==> config.mk <==
export PLATFORM = sky130hd
export DESIGN_NAME = bds_ctrl
export DESIGN_NICKNAME = d
export VERILOG_FILES = /design/src/sv/bds_pkg.sv /design/src/sv/bds_ctrl.sv
export SDC_FILE = /design/constraint.sdc
export NUM_CORES = 1
export LEC_CHECK = 0
export ABC_AREA = 1
export BUFFER_PORTS_ARGS = -buffer_cell sky130_fd_sc_hd__buf_4
export CAP_MARGIN = 5
export CORE_AREA = 2 2 39 41
export CTS_CLUSTER_DIAMETER = 120
export CTS_CLUSTER_SIZE = 14
export DETAILED_ROUTE_END_ITERATION = 16
export DIE_AREA = 0 0 41 43
export PLACE_DENSITY = 0.39
export SLEW_MARGIN = 5
export SYNTH_ARGS = -nofsm -noshare
export SYNTH_HDL_FRONTEND = slang
export SYNTH_SLANG_ARGS = --single-unit
==> constraint.sdc <==
create_clock -name clk -period 1.3 [get_ports clk]
set_input_delay 0.13 -clock clk [delete_from_list [all_inputs] [get_ports clk]]
set_output_delay 0.13 -clock clk [all_outputs]
set_load 0.01 [all_outputs]
==> src/sv/bds_pkg.sv <==
`default_nettype none

package bds_pkg;

    localparam int MODE_W   = 3;
    localparam int POS_W    = 16;
    localparam int DATA_W   = 32;
    localparam int COUNT_W  = 11;
    localparam int STATUS_W = 2;

    // request modes
    localparam logic [MODE_W-1:0] MODE_PUSH_BACK  = 3'd0;
    localparam logic [MODE_W-1:0] MODE_PUSH_FRONT = 3'd1;
    localparam logic [MODE_W-1:0] MODE_POP_BACK   = 3'd2;
    localparam logic [MODE_W-1:0] MODE_POP_FRONT  = 3'd3;
    localparam logic [MODE_W-1:0] MODE_READ       = 3'd4;
    localparam logic [MODE_W-1:0] MODE_WRITE      = 3'd5;

    // result status codes
    localparam logic [STATUS_W-1:0] STAT_OK     = 2'd0;
    localparam logic [STATUS_W-1:0] STAT_FULL   = 2'd1;
    localparam logic [STATUS_W-1:0] STAT_EMPTY  = 2'd2;
    localparam logic [STATUS_W-1:0] STAT_BADPOS = 2'd3;

    // commands from controller to datapath
    typedef struct packed {
        logic exec;   // run the accepted request against store and pointers
        logic load;   // move the finished result into the output register
    } bds_cmd_t;

endpackage

`default_nettype wire

==> src/sv/bds_ctrl.sv <==
`default_nettype none

module bds_ctrl
    import bds_pkg::*;
(
    input  wire logic clk,
    input  wire logic rst_n,
    input  wire logic in_valid,
    output logic      in_ready,
    output logic      out_valid,
    input  wire logic out_ready,
    output bds_cmd_t  cmd
);

    typedef enum logic [1:0] {
        S_IDLE = 2'b01,
        S_RESP = 2'b10
    } state_t;

    state_t state_reg, state_next;
    logic   out_valid_reg, out_valid_next;
    logic   out_free;

    assign out_free  = !out_valid_reg || out_ready;
    assign in_ready  = (state_reg == S_IDLE);
    assign out_valid = out_valid_reg;

    always_comb
    begin
        state_next     = state_reg;
        cmd            = '0;
        out_valid_next = out_valid_reg && !out_ready;
        case (state_reg)
            S_IDLE:
            begin
                if (in_valid)
                begin
                    cmd.exec   = 1'b1;
                    state_next = S_RESP;
                end
            end
            S_RESP:
            begin
                // hold the result until the output register frees up
                if (out_free)
                begin
                    cmd.load       = 1'b1;
                    out_valid_next = 1'b1;
                    state_next     = S_IDLE;
                end
            end
            default:
            begin
                state_next = S_IDLE;
            end
        endcase
    end

    always_ff @(posedge clk or negedge rst_n)
    begin
        if (!rst_n)
        begin
            state_reg     <= S_IDLE;
            out_valid_reg <= 1'b0;
        end
        else
        begin
            state_reg     <= state_next;
            out_valid_reg <= out_valid_next;
        end
    end

endmodule

`default_nettype wire

==> impl_metrics.csv <==
group,metric,value,unit
critical_path,critPathLaunchType,"flop",
critical_path,worstSetupPathType,"reg2out",
power,power_leakage,0.000164,uW
layout,stdcell_count,49,
synthesis,syn_inst,21,
synthesis,synth-seq-cells,3,
critical_path,crit_end,"cmd[1]",
synthesis,seq_area_frac_synth,52.1,%
sta,tightestPinTransition,0.109,ns
drt,vias,144,
cts,cts_tree,"yes",
sta,finalSetupViolations,0,
power,p_clk_share,47.2,%
critical_path,reg2regPathDepth,5,
run_status,status,"complete, no violations",
synthesis,synth_fp_nets,25,
cts,post_cts_buffers,0,
floorplan,core,1380,sq um
power,peakVddDrop,243,uV
layout,antenna_cells,0,
power,switching_power,93.2,uW
global_routing,grt_pass1_wl,538,microns
critical_path,endpoint_kind,"output port",
critical_path,crit_path_start,"state_reg[0]",
critical_path,worst_ep_required_time,1.17,ns
power,seqPwrFrac,32.2,%
drt,ant_nets,0,
drt,dr.pass1.iters,2,
critical_path,worstReg2RegEnd,"state_reg[1]",
critical_path,cp.arrival,1.08,ns
drt,routed_wire_length_per_instance,6.65,microns
power,switching_share,26.5,%
sta,fin_setup_tns,0,ns
floorplan,die_h,43,microns
place,gp_congestion,0.705,
synthesis,ys_types,6,
sta,slew_viol_final,0,
power,power_frac_comb,20.6,%
cts,cts_buffers,3,
floorplan,boundaryPins,8,
global_routing,grt_overflow_total,0,
min_path,min_path_type,"in2reg",
global_routing,grt_use_total,5.73,%
sta,fmax,0.829,GHz
cts,clockBufferDepth,2,
floorplan,std_cell_rows,14,
sta,finalHoldViolCount,0,
drt,routed_wirelength,326,microns
place,placedCellCount,44,
synthesis,yosysWarnings,0,
drt,drc_errors,0,
place,dp_hpwl,246,microns
critical_path,crit_fanout,2,
cts,path_clk_slew,0.04,ns
critical_path,rr_startpoint,"state_reg[0]",
sta,finalCritPeriodShare,92.8,%
min_path,holdPathStages,3,
critical_path,r2r_setup_slack,0.41,ns
drt,drt_iter0_markers,1,
sta,skew,0.00138,ns
floorplan,die_w,41,microns
global_routing,antenna_found_initial,0,
layout,final_cell_mix,"7 x inv_1, 7 x buf_4, 6 x nand2_1, 3 x nor2_1, 3 x clkbuf_4",
layout,layout-drive-gt1-share,39.4,%
power,p_per_area,1360,nW/um^2
sta,slew_headroom,92.7,%
cts,cts-root-buf,"clkbuf_4",
sta,fin_crit,1.21,ns
layout,area_growth,76.1,%
synthesis,synth_area,146,sq um
drt,routed_via_density,2.94,
synthesis,syn_avg_cell_area,6.97,sq um
layout,nets,38,
cts,clock_latency,0.23,ns
global_routing,grt_pass1_vias,138,
cts,cts_max_level,1,
sta,rsz0062_at_grt,"no",
power,internal_power,258,uW
floorplan,start_util,10.6,%
place,port_buffers,7,
global_routing,grt_max_degree,5,
cts,clock_sinks,3,
layout,largest_register_ffs,2,
floorplan,dieArea,1760,sq um
run,max-cap-violations,0,
[cell usage after synthesis]
master	instances	area [sq um]
dfrtp_1	2	50.1
dfstp_2	1	26.3
inv_1	7	26.3
nand2_1	7	26.3
nor2_1	3	11.3
nor2_2	1	6.26
[cells by family after synthesis]
kind of cell	share of synthesized area (%)
AND/OR/NAND/NOR	29.9
flip-flops	52.1
buffers and inverters	18.0
[per-stage QoR]
stage                     worst slack [ns]  instance area [sq um]  util, %  hold WS, ns  total power, uW
after global placement               0.312                    219     15.8      -0.0777              184
after detailed placement             0.318                    219     15.8      -0.0782              184
after floorplan                      0.429                    146        -       -0.166              148
after CTS                           0.0599                    255     18.4        0.103              359
final                               0.0936                    258     18.6        0.111              352
after global routing                0.0171                    258     18.6        0.114              387
[power groups by stage]
stage | Sequential [uW] | Clock [uW] | Combinational [uW]
after floorplan | 115 | 0 | 32.0
after global placement | 114 | 0 | 70.1
after detailed placement | 114 | 0 | 69.6
after CTS | 113 | 174 | 72.3
after global routing | 115 | 189 | 82.1
final | 113 | 166 | 72.5
[per-layer routing]
metal | share of wire, % | routed length [microns] | vias up | global-route usage [%]
li1 | - | - | 81 | -
met1 | 50 | 164 | 55 | 5.81
met2 | 41 | 135 | 8 | 4.69
met3 | 8.0 | 26 | 0 | 4.71
met4 | 0 | 0 | 0 | 10.0
met5 | 0 | 0 | - | 0
[worst max-delay path, cell delays in order (launching register included)]
cell and delay (ns):
dfstp_2 0.52, nand2_1 0.08, nor2_2 0.11, buf_4 0.13
[worst min path at each step]
stage,from,end,slack [ns]
2_1_floorplan,rst_n,out_valid,-0.17
3_3_place_gp,rst_n,out_valid,-0.08
3_5_place_dp,rst_n,out_valid,-0.08
4_1_cts,in_valid,state_reg[1],0.10
5_1_grt,in_valid,state_reg[1],0.11
6_report,in_valid,state_reg[1],0.11
[final cells by class]
class	count	area, sq um
clock buffer	4	26.3
fill	166	1130
inverter	7	26.3
multi-input combinational	11	46.3
sequential	3	76.3
tap	16	20.0
timing repair buffer	8	62.6
[repair_timing]
| item | in CTS | in global routing |
|---|---|---|
| gates resized for setup | 0 | 1 |
| endpoints found under the hold margin | 3 | 0 |
| setup endpoints to repair | 0 | 1 |
| hold buffers | 1 | 0 |
Power figures use the tool's default switching activity.
